--- src/rtl/spf_pkg.sv ---
`timescale 1ns / 1ps
// ----------------------------------------------------------------------------
// spf_pkg
// Shared types, byte codes and helpers for the stuffed packet framer.
// ----------------------------------------------------------------------------
package spf_pkg;

    localparam logic OP_START = 1'b0;
    localparam logic OP_DATA  = 1'b1;

    localparam logic [7:0] BYTE_STX = 8'h02;
    localparam logic [7:0] BYTE_ETX = 8'h03;
    localparam logic [7:0] BYTE_ESC = 8'h1b;

    // Longest word list: STX, length low, length high, ETX, checksum
    localparam int unsigned NUM_SYMS  = 5;
    localparam int unsigned SYM_IDX_W = 3;

    localparam int unsigned QUEUE_DEPTH = 2;
    localparam int unsigned QPTR_W      = 1;
    localparam int unsigned QCNT_W      = 2;

    // One queued job: a short list of logical bytes for the back end
    typedef struct packed {
        logic                       err;
        logic                       trailer;
        logic [SYM_IDX_W-1:0]       count;
        logic [NUM_SYMS-1:0]        esc;
        logic [NUM_SYMS-1:0][7:0]   sym;
    } desc_t;

    function automatic logic needs_escape(input logic [7:0] b);
        logic hit;
        hit = (b == 8'h02) || (b == 8'h03) || (b == 8'h05) ||
              (b == 8'h06) || (b == 8'h11) || (b == BYTE_ESC);
        return hit;
    endfunction

endpackage

--- src/rtl/spf_front.sv ---
`timescale 1ns / 1ps
// ----------------------------------------------------------------------------
// spf_front
// Accepts input words, tracks packet state and queues a byte list per word.
// ----------------------------------------------------------------------------
module spf_front
(
    input  logic                clk,
    input  logic                rst_n,
    input  logic                in_valid,
    output logic                in_ready,
    input  logic                opcode,
    input  logic [15:0]         payload_length,
    input  logic [7:0]          data_byte,
    input  logic                q_full,
    output logic                push,
    output spf_pkg::desc_t      desc
);

    logic        open_reg,  open_next;
    logic [15:0] rem_reg,   rem_next;
    logic [7:0]  sum_reg,   sum_next;

    logic [7:0]  len_lo;
    logic [7:0]  len_hi;
    logic        len_zero;
    logic [7:0]  sum_start;
    logic [7:0]  sum_data;
    logic        rem_last;

    assign in_ready = !q_full;
    assign push     = in_valid && !q_full;

    assign len_lo    = payload_length[7:0];
    assign len_hi    = payload_length[15:8];
    assign len_zero  = (payload_length == 16'd0);
    assign sum_start = len_lo + len_hi;
    assign sum_data  = sum_reg + data_byte;
    assign rem_last  = (rem_reg == 16'd1);

    always_comb
    begin
        open_next = open_reg;
        rem_next  = rem_reg;
        sum_next  = sum_reg;
        desc      = '0;
        priority if (opcode == spf_pkg::OP_START)
        begin
            sum_next     = len_zero ? (sum_start + spf_pkg::BYTE_ETX) : sum_start;
            rem_next     = payload_length;
            open_next    = !len_zero;
            desc.sym[0]  = spf_pkg::BYTE_STX;
            desc.sym[1]  = len_lo;
            desc.sym[2]  = len_hi;
            desc.sym[3]  = spf_pkg::BYTE_ETX;
            desc.sym[4]  = sum_next;
            desc.esc[1]  = spf_pkg::needs_escape(len_lo);
            desc.esc[2]  = spf_pkg::needs_escape(len_hi);
            desc.esc[4]  = spf_pkg::needs_escape(sum_next);
            desc.trailer = len_zero;
            desc.count   = len_zero ? spf_pkg::SYM_IDX_W'(5) : spf_pkg::SYM_IDX_W'(3);
        end
        else if (open_reg)
        begin
            sum_next     = rem_last ? (sum_data + spf_pkg::BYTE_ETX) : sum_data;
            rem_next     = rem_reg - 16'd1;
            open_next    = !rem_last;
            desc.sym[0]  = data_byte;
            desc.sym[1]  = spf_pkg::BYTE_ETX;
            desc.sym[2]  = sum_next;
            desc.esc[0]  = spf_pkg::needs_escape(data_byte);
            desc.esc[2]  = spf_pkg::needs_escape(sum_next);
            desc.trailer = rem_last;
            desc.count   = rem_last ? spf_pkg::SYM_IDX_W'(3) : spf_pkg::SYM_IDX_W'(1);
        end
        else
        begin
            // data with no open packet: single error word, state untouched
            desc.err   = 1'b1;
            desc.count = spf_pkg::SYM_IDX_W'(1);
        end
    end

    always_ff @(posedge clk or negedge rst_n)
    begin
        if (!rst_n)
        begin
            open_reg <= 1'b0;
            rem_reg  <= 16'd0;
            sum_reg  <= 8'd0;
        end
        else if (push)
        begin
            open_reg <= open_next;
            rem_reg  <= rem_next;
            sum_reg  <= sum_next;
        end
    end

endmodule

--- src/rtl/spf_queue.sv ---
`timescale 1ns / 1ps
// ----------------------------------------------------------------------------
// spf_queue
// Small FIFO of byte-list jobs between the front and back ends.
// ----------------------------------------------------------------------------
module spf_queue
(
    input  logic                clk,
    input  logic                rst_n,
    input  logic                push,
    input  spf_pkg::desc_t      wr_desc,
    input  logic                pop,
    output logic                full,
    output logic                empty,
    output spf_pkg::desc_t      rd_desc
);

    spf_pkg::desc_t                 mem_reg [spf_pkg::QUEUE_DEPTH];
    logic [spf_pkg::QPTR_W-1:0]     wr_ptr_reg, wr_ptr_next;
    logic [spf_pkg::QPTR_W-1:0]     rd_ptr_reg, rd_ptr_next;
    logic [spf_pkg::QCNT_W-1:0]     cnt_reg,    cnt_next;

    assign full    = (cnt_reg == spf_pkg::QCNT_W'(spf_pkg::QUEUE_DEPTH));
    assign empty   = (cnt_reg == '0);
    assign rd_desc = mem_reg[rd_ptr_reg];

    always_comb
    begin
        wr_ptr_next = push ? (wr_ptr_reg + 1'b1) : wr_ptr_reg;
        rd_ptr_next = pop  ? (rd_ptr_reg + 1'b1) : rd_ptr_reg;
        cnt_next    = cnt_reg + spf_pkg::QCNT_W'(push) - spf_pkg::QCNT_W'(pop);
    end

    always_ff @(posedge clk)
    begin
        if (push)
        begin
            mem_reg[wr_ptr_reg] <= wr_desc;
        end
    end

    always_ff @(posedge clk or negedge rst_n)
    begin
        if (!rst_n)
        begin
            wr_ptr_reg <= '0;
            rd_ptr_reg <= '0;
            cnt_reg    <= '0;
        end
        else
        begin
            wr_ptr_reg <= wr_ptr_next;
            rd_ptr_reg <= rd_ptr_next;
            cnt_reg    <= cnt_next;
        end
    end

endmodule

--- src/rtl/spf_back.sv ---
`timescale 1ns / 1ps
// ----------------------------------------------------------------------------
// spf_back
// Walks a queued byte list, inserts escape bytes and drives the output register.
// ----------------------------------------------------------------------------
module spf_back
(
    input  logic                clk,
    input  logic                rst_n,
    input  logic                q_empty,
    input  spf_pkg::desc_t      head,
    output logic                pop,
    output logic                out_valid,
    input  logic                out_ready,
    output logic [7:0]          line_byte,
    output logic                last_of_run,
    output logic                frame_end,
    output logic                error
);

    logic [spf_pkg::SYM_IDX_W-1:0]  idx_reg,  idx_next;
    logic                           half_reg, half_next;
    logic                           valid_reg;
    logic [7:0]                     byte_reg;
    logic                           last_reg;
    logic                           fend_reg;
    logic                           err_reg;

    logic                           can_load;
    logic                           load;
    logic [7:0]                     cur_sym;
    logic                           cur_esc;
    logic [7:0]                     cur_byte;
    logic                           sym_done;
    logic                           job_done;

    assign can_load = !valid_reg || out_ready;
    assign load     = can_load && !q_empty;
    assign cur_sym  = head.sym[idx_reg];
    assign cur_esc  = head.esc[idx_reg];
    assign sym_done = half_reg || !cur_esc;
    assign job_done = sym_done && (idx_reg == (head.count - 1'b1));
    assign pop      = load && job_done;

    always_comb
    begin
        priority if (half_reg)
        begin
            cur_byte = ~cur_sym;
        end
        else if (cur_esc)
        begin
            cur_byte = spf_pkg::BYTE_ESC;
        end
        else
        begin
            cur_byte = cur_sym;
        end
    end

    always_comb
    begin
        idx_next  = idx_reg;
        half_next = half_reg;
        if (load)
        begin
            priority if (!sym_done)
            begin
                half_next = 1'b1;
            end
            else if (job_done)
            begin
                half_next = 1'b0;
                idx_next  = '0;
            end
            else
            begin
                half_next = 1'b0;
                idx_next  = idx_reg + 1'b1;
            end
        end
    end

    always_ff @(posedge clk or negedge rst_n)
    begin
        if (!rst_n)
        begin
            idx_reg   <= '0;
            half_reg  <= 1'b0;
            valid_reg <= 1'b0;
        end
        else
        begin
            idx_reg  <= idx_next;
            half_reg <= half_next;
            if (can_load)
            begin
                valid_reg <= !q_empty;
            end
        end
    end

    // hold the word while the receiver stalls
    always_ff @(posedge clk)
    begin
        if (load)
        begin
            byte_reg <= head.err ? 8'h00 : cur_byte;
            last_reg <= job_done;
            fend_reg <= job_done && head.trailer;
            err_reg  <= head.err;
        end
    end

    assign out_valid   = valid_reg;
    assign line_byte   = byte_reg;
    assign last_of_run = last_reg;
    assign frame_end   = fend_reg;
    assign error       = err_reg;

endmodule

--- src/rtl/stuffed_packet_framer_unit.sv ---
`timescale 1ns / 1ps
// ----------------------------------------------------------------------------
// stuffed_packet_framer_unit
// Byte-stuffing packet framer: STX, length, escaped payload, ETX, checksum.
// ----------------------------------------------------------------------------
// Input channel (in_valid/in_ready): opcode start carries payload_length,
// opcode data carries one payload byte in data_byte.
// Output channel (out_valid/out_ready): one line byte per word, with
// last_of_run on the final word of an input item, frame_end on the last
// checksum byte and error on the single word answering data with no packet.
// An accepted item is written into the job queue; its first line byte is
// then loaded into the output register, from which the receiver takes it.
// Throughput: one line byte per cycle from the output register while the
// receiver is ready; an item yields 1 to 5 line bytes for a payload byte,
// 3 to 5 for a start and 6 for a start with zero length.
// Unless the queue is full, the front end decodes one item per cycle into a
// two-entry job queue, so input is taken while the back end expands escapes.
// Reset clears the packet state, the queue and the output valid.
// When the receiver stalls, the output word holds, the back end stops and
// in_ready drops once the queue is full.
// ----------------------------------------------------------------------------
module stuffed_packet_framer_unit
(
    input  logic        clk,
    input  logic        rst_n,
    input  logic        in_valid,
    output logic        in_ready,
    input  logic        opcode,
    input  logic [15:0] payload_length,
    input  logic [7:0]  data_byte,
    output logic        out_valid,
    input  logic        out_ready,
    output logic [7:0]  line_byte,
    output logic        last_of_run,
    output logic        frame_end,
    output logic        error
);

    spf_pkg::desc_t wr_desc;
    spf_pkg::desc_t rd_desc;
    logic           push;
    logic           pop;
    logic           q_full;
    logic           q_empty;

    spf_front u_front
    (
        .clk            (clk),
        .rst_n          (rst_n),
        .in_valid       (in_valid),
        .in_ready       (in_ready),
        .opcode         (opcode),
        .payload_length (payload_length),
        .data_byte      (data_byte),
        .q_full         (q_full),
        .push           (push),
        .desc           (wr_desc)
    );

    spf_queue u_queue
    (
        .clk     (clk),
        .rst_n   (rst_n),
        .push    (push),
        .wr_desc (wr_desc),
        .pop     (pop),
        .full    (q_full),
        .empty   (q_empty),
        .rd_desc (rd_desc)
    );

    spf_back u_back
    (
        .clk         (clk),
        .rst_n       (rst_n),
        .q_empty     (q_empty),
        .head        (rd_desc),
        .pop         (pop),
        .out_valid   (out_valid),
        .out_ready   (out_ready),
        .line_byte   (line_byte),
        .last_of_run (last_of_run),
        .frame_end   (frame_end),
        .error       (error)
    );

endmodule
--- config.mk ---
export PLATFORM = sky130hd
export DESIGN_NAME = stuffed_packet_framer_unit
export DESIGN_NICKNAME = d
export VERILOG_FILES = /design/src/rtl/spf_pkg.sv /design/src/rtl/spf_front.sv /design/src/rtl/spf_queue.sv /design/src/rtl/spf_back.sv /design/src/rtl/stuffed_packet_framer_unit.sv
export SDC_FILE = /design/constraint.sdc
export NUM_CORES = 1
export LEC_CHECK = 0
export ABC_AREA = 1
export BUFFER_PORTS_ARGS = -buffer_cell sky130_fd_sc_hd__clkbuf_2
export CELL_PAD_IN_SITES_DETAIL_PLACEMENT = 1
export CELL_PAD_IN_SITES_GLOBAL_PLACEMENT = 1
export CORE_MARGIN = 4
export CORE_UTILIZATION = 51
export CTS_CLUSTER_SIZE = 40
export DETAILED_ROUTE_END_ITERATION = 10
export PLACE_DENSITY_LB_ADDON = 0.12
export SLEW_MARGIN = 15
export SYNTH_ARGS = -nofsm -noshare
export SYNTH_HDL_FRONTEND = slang
export SYNTH_SLANG_ARGS = --single-unit
--- constraint.sdc ---
create_clock -name clk -period 6.15 [get_ports clk]
set_input_delay 0.3075 -clock clk [delete_from_list [all_inputs] [get_ports clk]]
set_output_delay 0.3075 -clock clk [all_outputs]
set_load 0.02 [all_outputs]
==> results of run 1 <==
-- final timing paths --
check | start | endpoint | slack, ns | cells after the start
max | u_queue.rd_ptr_reg | u_queue.cnt_reg[0] | 3.06 | 14
min | rst_n | u_front.rem_reg[2] | 0.02 | 1
max reg2reg | u_queue.rd_ptr_reg | u_queue.cnt_reg[0] | 3.06 | 14
min reg2reg | u_front.sum_reg[6] | u_front.sum_reg[6] | 0.52 | 2
max in group asynchronous | rst_n | u_queue.wr_ptr_reg | 5.54 | 1
min in group clk | out_ready | u_back.out_valid | 0.12 | 2
-- layout make-up --
type	instances	area, µm²
well taps	180	225
repair buffers	45	248
multi-input cells	609	3220
clock buffers	18	429
fillers	1668	5670
inverters	102	383
clock inverters	14	165
flip-flops and latches	127	3640
-- critical path: cells and delay by family (launching register included) --
family                   cells  cell delay, ns
AO/OA/AOI/OAI                1            0.35
adder cells (fa/ha/maj)      2            0.48
buffers and inverters        3            0.86
flip-flops                   1            0.34
AND/OR/NAND/NOR              8            0.89
-- layer usage --
layer | vias to the layer above | track usage | routed length, µm
met2 | 201 | 0.535 | 12100
met1 | 3222 | 0.371 | 9350
met3 | 48 | 0.0517 | 1340
met5 | - | 0 | 0
li1 | 2961 | - | -
met4 | 0 | 0.112 | 728
-- power by group through the flow --
| stage | combinational (mW) | clock, mW | sequential, mW |
|---|---|---|---|
| floorplan | 1.25 | 0 | 1.46 |
| global placement | 1.67 | 0 | 1.46 |
| detailed placement | 1.78 | 0 | 1.49 |
| CTS | 1.84 | 1.04 | 1.48 |
| global route | 2.06 | 1.09 | 1.51 |
| finish | 1.86 | 1.03 | 1.48 |
-- metrics by stage --
step                 util  worst slack (ns)  hold slack, ns  std cells  power [mW]
floorplan               -              3.18          0.0119        861        2.72
global placement    0.551              2.97           0.473       1062        3.13
detailed placement  0.551              2.77           0.480       1062        3.27
CTS                 0.593              3.07          0.0199       1094        4.37
global route        0.594              2.87          0.0624       1095        4.65
finish              0.594              3.06          0.0188       1095        4.37
-- Yosys cell counts, types with 2 or more instances --
master    count  area share
nand3b_1      2      0.0020
or2_2         2      0.0017
a21o_1        5      0.0051
nor3_2        3      0.0041
buf_6         3      0.0046
nand3_1      29       0.020
o211ai_1      2      0.0020
o21ai_1      18       0.012
a21oi_1      35       0.024
nor3_1        7      0.0048
a31oi_1       3      0.0026
xnor2_1       7      0.0083
o21a_1        3      0.0031
buf_2        11      0.0075
nor2_1       86       0.044
inv_2         7      0.0036
inv_1        94       0.048
xor2_1       16       0.019
nor4_1        3      0.0026
o22ai_1       8      0.0068
a22oi_1       4      0.0041
mux2i_1       2      0.0027
fa_1          2      0.0054
o21ai_0      71       0.048
nor2_2       16       0.014
nand4_1      15       0.013
o22a_1        2      0.0024
nor2_4        8       0.012
clkbuf_1      8      0.0041
ha_1         21       0.036
nand2_2       9      0.0076
edfxtp_1     93        0.38
dfrtp_1      34        0.12
nand3_2       5      0.0068
a22o_1        2      0.0024
o21ai_2       2      0.0024
nand2_1     214        0.11
-- cell families (layout without fill, tap and decap cells) --
| logic type | Yosys count | in the layout | share of synthesized area |
|---|---|---|---|
| buf+inv | 125 | 179 | 0.0692 |
| simple gates | 402 | 402 | 0.245 |
| flops | 127 | 127 | 0.495 |
| mux | 2 | 2 | 0.00272 |
| xor+xnor | 23 | 23 | 0.0274 |
| fa+ha+maj | 23 | 23 | 0.0411 |
| compound gates | 159 | 159 | 0.119 |
==> results.cfg, run 1 <==
[sta]
final_hold_viol_count = 0
relSlewSlack = 0.373
rsz0062_at_grt = false
setup_tns_ns = 0
maxSlewViolCount = 0
min_period_over_period = 0.503
fin_skew_ns = 0.00927
worst_pin_slew_ns = 0.941
min_period_ns = 3.09
fmax_mhz = 324
setup_viol = 0

[place]
postPlaceCellArea_um2 = 7700
routabilityCongestion = 0.886
dp_hpwl_um = 16500
portBuffers = 41

[cts]
cts_hold_buf = 0
cts_repair_resize_count = 0
cts_sinks = 127
insertion_delay_ns = 0.43
clk_pin_slew_ns = 0.06
postCtsSetupRepairBufs = 0
numCtsBuffers = 17
htreeDepth = 4
cts_tree = done
root_buffer = clkbuf_16
clockBufferDepth = 2

[status]
outcome = completed

[worst_setup_path]
start_kind = register
endpoint_kind = register
critPathSlowestCell = buf_4
slowest_delay_ns = 0.40
path_class = register to register
cp_max_fo = 43
cp_data_arrival_time_ns = 3.40
crit_top_cell = nand2_1
crit_chain = buf_4 -> inv_2 -> o21ai_0 -> nand2_1 -> nand2_1 -> nand2_1 -> nand2_1 -> nand2_1 -> nand2_1 -> nand3_2 -> nor2_4 -> ha_1 -> inv_1 -> ha_1
critPathRequiredTime_ns = 6.45

[yosys]
synth_seq_cells = 127
synth_warnings = 0
postSynth.asyncResetShare = 0.268
synth_nets = 913
synth_edf_count = 93
synth_area_um2 = 7360
synthCells = 861
synth_top_flop_cell = edfxtp_1
ys_seq_area_frac = 0.495
synth_cell_types = 46
avgSynthCellArea_um2 = 8.55

[final_layout]
diodes = 0
fin_area_um2 = 8320
largest_register_ffs = 82
layout_commonest_cell = nand2_1
final_layout_size_suffix_gt1_frac = 0.144
mostFrequentLayoutCells = nand2_1, inv_1, edfxtp_1
synthToLayoutAreaGrowth_pct = 13.0
finish.net_count = 954

[power_and_ir_drop]
p_switching_mw = 1.92
p_comb_frac = 0.426
swShare = 0.438
cellInternalPower_mw = 2.46
vdd_ir_drop_max_v = 0.000240
power_density_nw_per_um2 = 526
p_seq_frac = 0.339
power.leakage_nw = 3.74
clkPwrFrac = 0.236

[worst_hold_path]
hold_class = input pin to async pin

[detailed_routing]
post_drt_wl_per_cell_um = 21.5
vias = 6432
drt-total-wl_um = 23600
remaining_drc_errors = 0
drtPass1Iterations = 6
viasPerCell = 5.87
drtAntennaViolNets = 0
drtIter0Drc = 621

[floorplanning]
boundaryPins = 42
start_util = 0.526
die_w_um = 128
coreArea_um2 = 14000
die_h_um = 128
rows = 43
die-area_um2 = 16400

[grt]
antenna_found_initial = 2
grt_overflow = 0
grt_pass1_vias = 6887
grt.total_usage = 0.303
grt_first_pass_wirelength_um = 37600
grt_max_degree = 44

[flow_run]
cap_violations = 0
Power figures use the tool's default switching activity.
==> run 2: changes to the inputs <==
Settings changed: CORE_UTILIZATION 51 to 47.
Clock period 6.15 ns to 3.05 ns, I/O delays scaled along.
==> run 2 against run 1 <==
Effect of this change:
- design area rose by 1.5%
- combinational power up 97%
- sequential cell count did not move
- highest routed layer is now met5
==> results.cfg, run 2 (synthesized netlist as in run 1, its figures left out) <==
[status]
outcome = completed

[cts]
clockBufferDepth = 2
cts_sinks = 127
root_buffer = clkbuf_16
numCtsBuffers = 17
cts_tree = done
htreeDepth = 4
insertion_delay_ns = 0.42
clk_pin_slew_ns = 0.06
cts_repair_resize_count = 0
postCtsSetupRepairBufs = 0

[grt]
grt_pass1_vias = 6464
grt.total_usage = 0.256
grt_overflow = 0
antenna_found_initial = 1
grt_max_degree = 42
grt_first_pass_wirelength_um = 35100

[worst_setup_path]
endpoint_kind = register
cp_data_arrival_time_ns = 2.58
start_kind = register
path_class = register to register
cp_max_fo = 5
critPathRequiredTime_ns = 3.20

[power_and_ir_drop]
power_density_nw_per_um2 = 1030
vdd_ir_drop_max_v = 0.000448
power.leakage_nw = 3.81

[sta]
relSlewSlack = 0.326
maxSlewViolCount = 0
fmax_mhz = 411
min_period_ns = 2.43
fin_skew_ns = 0.00990
setup_viol = 0
setup_slack_ns = 0.618
worst_pin_slew_ns = 1.01
final_hold_viol_count = 0
setup_tns_ns = 0
rsz0062_at_grt = false
min_period_over_period = 0.797

[floorplanning]
die_w_um = 133
die-area_um2 = 17700
rows = 45
boundaryPins = 42
die_h_um = 133
start_util = 0.482
coreArea_um2 = 15300

[final_layout]
layout_commonest_cell = nand2_1
n_fill_cell = 1825
fin_util = 0.553
finish.net_count = 966
mostFrequentLayoutCells = nand2_1, inv_1, edfxtp_1
fin_area_um2 = 8440
final_layout_size_suffix_gt1_frac = 0.154
synthToLayoutAreaGrowth_pct = 14.7
largest_register_ffs = 82
diodes = 0

[place]
dp_slack_ns = 0.652
routabilityCongestion = 0.863
portBuffers = 41
postPlaceCellArea_um2 = 7820
dp_hpwl_um = 16600

[detailed_routing]
drtIter0Drc = 303
drt-total-wl_um = 21800
drtPass1Iterations = 5
drtAntennaViolNets = 0
post_drt_wl_per_cell_um = 19.1
vias = 6148
viasPerCell = 5.40
remaining_drc_errors = 0

[worst_hold_path]
hold_class = input pin to register

[flow_run]
cap_violations = 0
==> run 2: final cells by class <==
cell class              count  area [µm²]  share of cell area
well taps                 211         264              0.0313
clock buffers              20         467              0.0553
flip-flops and latches    127        3640               0.432
repair buffers             57         330              0.0391
inverters                 102         383              0.0454
multi-input cells         609        3220               0.382
clock inverters            12         133              0.0157
==> run 2: power breakdown <==
| group | total [mW] | internal (mW) | switching (mW) | leakage, nW |
|---|---|---|---|---|
| combinational | 3.67 | 1.14 | 2.53 | 2.22 |
| clock | 2.06 | 1.27 | 0.794 | 0.289 |
| sequential | 2.94 | 2.58 | 0.362 | 1.30 |
| total | 8.67 | 4.99 | 3.68 | 3.81 |
==> run 2: worst max-delay path, stage by stage, from the launching register on <==
cell and delay, ns:
dfrtp_1 0.38, ha_1 0.21, inv_1 0.07, fa_1 0.46, ha_1 0.26, xnor2_1 0.16
nand3_1 0.08, nand2_1 0.14, nand2_1 0.07, nand2_1 0.06, nand2_1 0.05, inv_1 0.04
nor2_1 0.04, nand3_1 0.07, nand2_1 0.06
==> run 2: per-stage QoR <==
stage               instances  power (mW)  hold slack [ns]
floorplan                 861        5.48           -0.143
global placement         1104        6.44            0.359
detailed placement       1104        6.62            0.379
CTS                      1138        8.71            0.110
global route             1138        9.31            0.124
finish                   1138        8.67            0.122
==> run 2: metal layers <==
layer  wire length (µm)  GRT usage  vias up
met3                841     0.0434       33
li1                   -          -     2987
met2              10900      0.438      114
met1               9620      0.337     3012
met5                 16          0        -
met4                412     0.0720        2
==> run 2: final timing paths <==
path	start	to	slack (ns)	depth (start not counted)
max	u_front.sum_reg[0]	u_queue.mem_reg[0][42]	0.62	14
min	data_byte[6]	u_queue.mem_reg[0][6]	0.12	3
max reg2reg	u_front.sum_reg[0]	u_queue.mem_reg[0][42]	0.62	14
min reg2reg	u_front.sum_reg[0]	u_front.sum_reg[0]	0.51	1
max in group asynchronous	rst_n	u_queue.rd_ptr_reg	1.96	2
min in group asynchronous	rst_n	u_front.rem_reg[15]	0.46	2
==> run 2: what timing repair did <==
item	4_1_cts	5_1_grt
hold buffers	2	0
hold endpoints to repair	35	0
setup endpoints to repair	0	0
==> run 3: changes to the inputs <==
Settings changed: ABC_AREA 1 to 0, CORE_UTILIZATION 47 to 49.
Clock period 3.05 ns to 2.52 ns, I/O delays scaled along.
==> run 3 against run 2 <==
Effect of this change:
- the flow now finishes with violations (setup timing)
- critical endpoint unchanged
- first-iteration DRC count rose by 43%
- total power rose by 32%
- largest cell class unchanged
- via count fell by 6.9%
- wire length fell by 0.63%
- die area fell by 8.3%
- count of clock-buffer cells in the layout did not move
- worst setup slack got worse by 0.98 ns
==> results.cfg, run 3 <==
[floorplanning]
start_util = 0.502
rows = 43
boundaryPins = 42
die_w_um = 127
die_h_um = 127
die-area_um2 = 16200
coreArea_um2 = 13900

[worst_setup_path]
cp_max_fo = 4
r2r_cells = 8
start_kind = register
r2r-end = u_queue.mem_reg[0][42]
endpoint_kind = register
worst-r2r-setup-slack_ns = -0.36
path_class = register to register
r2r_start = u_front.rem_reg[6]
critPathRequiredTime_ns = 2.68
cp_data_arrival_time_ns = 3.04

[detailed_routing]
vias = 5724
drtIter0Drc = 432
post_drt_wl_per_cell_um = 22.5
drtPass1Iterations = 8
remaining_drc_errors = 0
viasPerCell = 5.96
drt-total-wl_um = 21600
drtAntennaViolNets = 0

[place]
postPlaceCellArea_um2 = 8140
routabilityCongestion = 0.868
portBuffers = 41
dp_hpwl_um = 15600

[status]
violations = setup timing
outcome = complete, but fails checks

[sta]
min_period_ns = 2.88
final_hold_viol_count = 0
relSlewSlack = 0.270
maxSlewViolCount = 0
fin_skew_ns = 0.0112
whs_ns = 0.0968
fmax_mhz = 347
rsz0062_at_grt = true
setup_slack_ns = -0.359
worst_pin_slew_ns = 1.10
min_period_over_period = 1.14
setup_viol = 22

[yosys]
synth_edf_count = 93
yosysMostFrequentCell = edfxtp_1
synth_top_area_cell = edfxtp_1
synth_area_leaders = edfxtp_1, dfrtp_1, ha_1
synth_cell_types = 63
ys_seq_area_frac = 0.521
avgSynthCellArea_um2 = 11.2
synthCells = 624
synth_nets = 676
synth_seq_cells = 127
synthMuxAreaShare = 0.0880
synthAdderAreaFrac = 0.0433
synth-xor-area-share = 0.0476
synth_top_family_by_area = simple AND/OR/NAND/NOR gates
synth-simple-area-share = 0.140
synth_top_flop_cell = edfxtp_1
synth_warnings = 0
synth_common_cells = edfxtp_1, nor2_1, dfrtp_1
synth_compound_area_frac = 0.131
synth_area_um2 = 6990
postSynth.asyncResetShare = 0.268
synth_top_area_share = 0.399

[power_and_ir_drop]
power_density_nw_per_um2 = 1280
power.leakage_nw = 3.60
p_switching_mw = 4.36
p_seq_frac = 0.303
cellInternalPower_mw = 7.08
vdd_ir_drop_max_v = 0.000535
p_comb_frac = 0.490
clkPwrFrac = 0.206
swShare = 0.381
power_mw = 11.4

[cts]
cts_tree = done
insertion_delay_ns = 0.42
clockBufferDepth = 2
numCtsBuffers = 17
root_buffer = clkbuf_16
htreeDepth = 4
clk_pin_slew_ns = 0.06
cts_sinks = 127

[grt]
grt_pass1_vias = 6112
grt_first_pass_wirelength_um = 33900
grt.total_usage = 0.274
grt_overflow = 0
grt_max_degree = 55
antenna_found_initial = 0

[final_layout]
largest_register_ffs = 82
diodes = 0
layout_commonest_cell = buf_4
finish.net_count = 820
fin_util = 0.642
mostFrequentLayoutCells = buf_4, edfxtp_1, nor2_1
synthToLayoutAreaGrowth_pct = 27.9
fin_area_um2 = 8950
final_layout_size_suffix_gt1_frac = 0.315

[worst_hold_path]
holdPathStages = 3
worstHoldEndpoint = u_front.rem_reg[14]
min_from = payload_length[14]
hold_class = input pin to register

[flow_run]
cap_violations = 0
run 3: cell families (layout without fill, tap and decap cells):
kind of cell / after synthesis / after routing
simple gates: 193 / 193
compound gates: 143 / 143
flops: 127 / 127
buf+inv: 52 / 209
mux: 48 / 48
xor+xnor: 38 / 38
fa+ha+maj: 23 / 23
run 3: metrics by stage:
| step | cells | setup WS, ns | TNS [ns] |
|---|---|---|---|
| after floorplan | 624 | -0.316 | -1.07 |
| after global placement | 920 | -0.300 | -3.48 |
| after detailed placement | 920 | -0.388 | -5.99 |
| after CTS | 958 | -0.340 | -3.19 |
| after global routing | 961 | -0.411 | -4.62 |
| final | 961 | -0.359 | -3.26 |
run 3: cell type report:
cell class              count  area (µm²)
clock inverters            12         110
repair buffers            151        1060
inverters                  26        97.6
well taps                 180         225
clock buffers              20         457
flip-flops and latches    127        3640
multi-input cells         445        3350
fillers                  1486        4990
run 3: repair_timing:
| action | CTS | global route |
|---|---|---|
| setup endpoints to repair | 23 | 28 |
| endpoints found under the hold margin | 35 | 0 |
| hold buffers | 2 | 0 |
| pin swaps | 5 | 6 |
| buffers inserted | 6 | 3 |
| gates resized for setup | 16 | 17 |
run 3: worst max-delay path by stage:
stage | startpoint | endpoint | slack [ns] | cells after the start
final | u_front.rem_reg[6] | u_queue.mem_reg[0][42] | -0.36 | 8
after global routing | u_front.rem_reg[5] | u_queue.mem_reg[0][42] | -0.41 | 8
after CTS | u_front.rem_reg[5] | u_queue.mem_reg[0][42] | -0.34 | 8
after detailed placement | u_front.rem_reg[6] | u_queue.mem_reg[0][42] | -0.39 | 7
after global placement | u_front.rem_reg[6] | u_queue.mem_reg[0][42] | -0.30 | 7
after floorplan | u_front.rem_reg[6] | u_queue.mem_reg[0][42] | -0.32 | 8
run 3: power groups by stage:
stage	combinational (mW)	sequential (mW)	clock, mW
after floorplan	3.03	3.55	0
after global placement	4.95	3.42	0
after detailed placement	5.16	3.49	0
after CTS	5.38	3.46	2.37
after global routing	6.10	3.54	2.50
final	5.61	3.47	2.36
run 3: layer usage:
| layer | GRT usage | part of all wire | vias up | routed length [µm] |
|---|---|---|---|---|
| li1 | - | - | 2637 | - |
| met3 | 0.0510 | 0.045 | 39 | 962 |
| met4 | 0.0959 | 0.026 | 0 | 571 |
| met5 | 0 | 0 | - | 0 |
| met2 | 0.472 | 0.51 | 137 | 11100 |
| met1 | 0.347 | 0.42 | 2911 | 8990 |
run 3: critical path: stages (launching register included):
cell and delay (ns):
dfrtp_1 0.39, or4_4 0.54, or4_4 0.63, a211oi_4 0.26, xnor2_2 0.13, and2_4 0.16
o211ai_2 0.16, o31ai_2 0.09, a32o_2 0.27
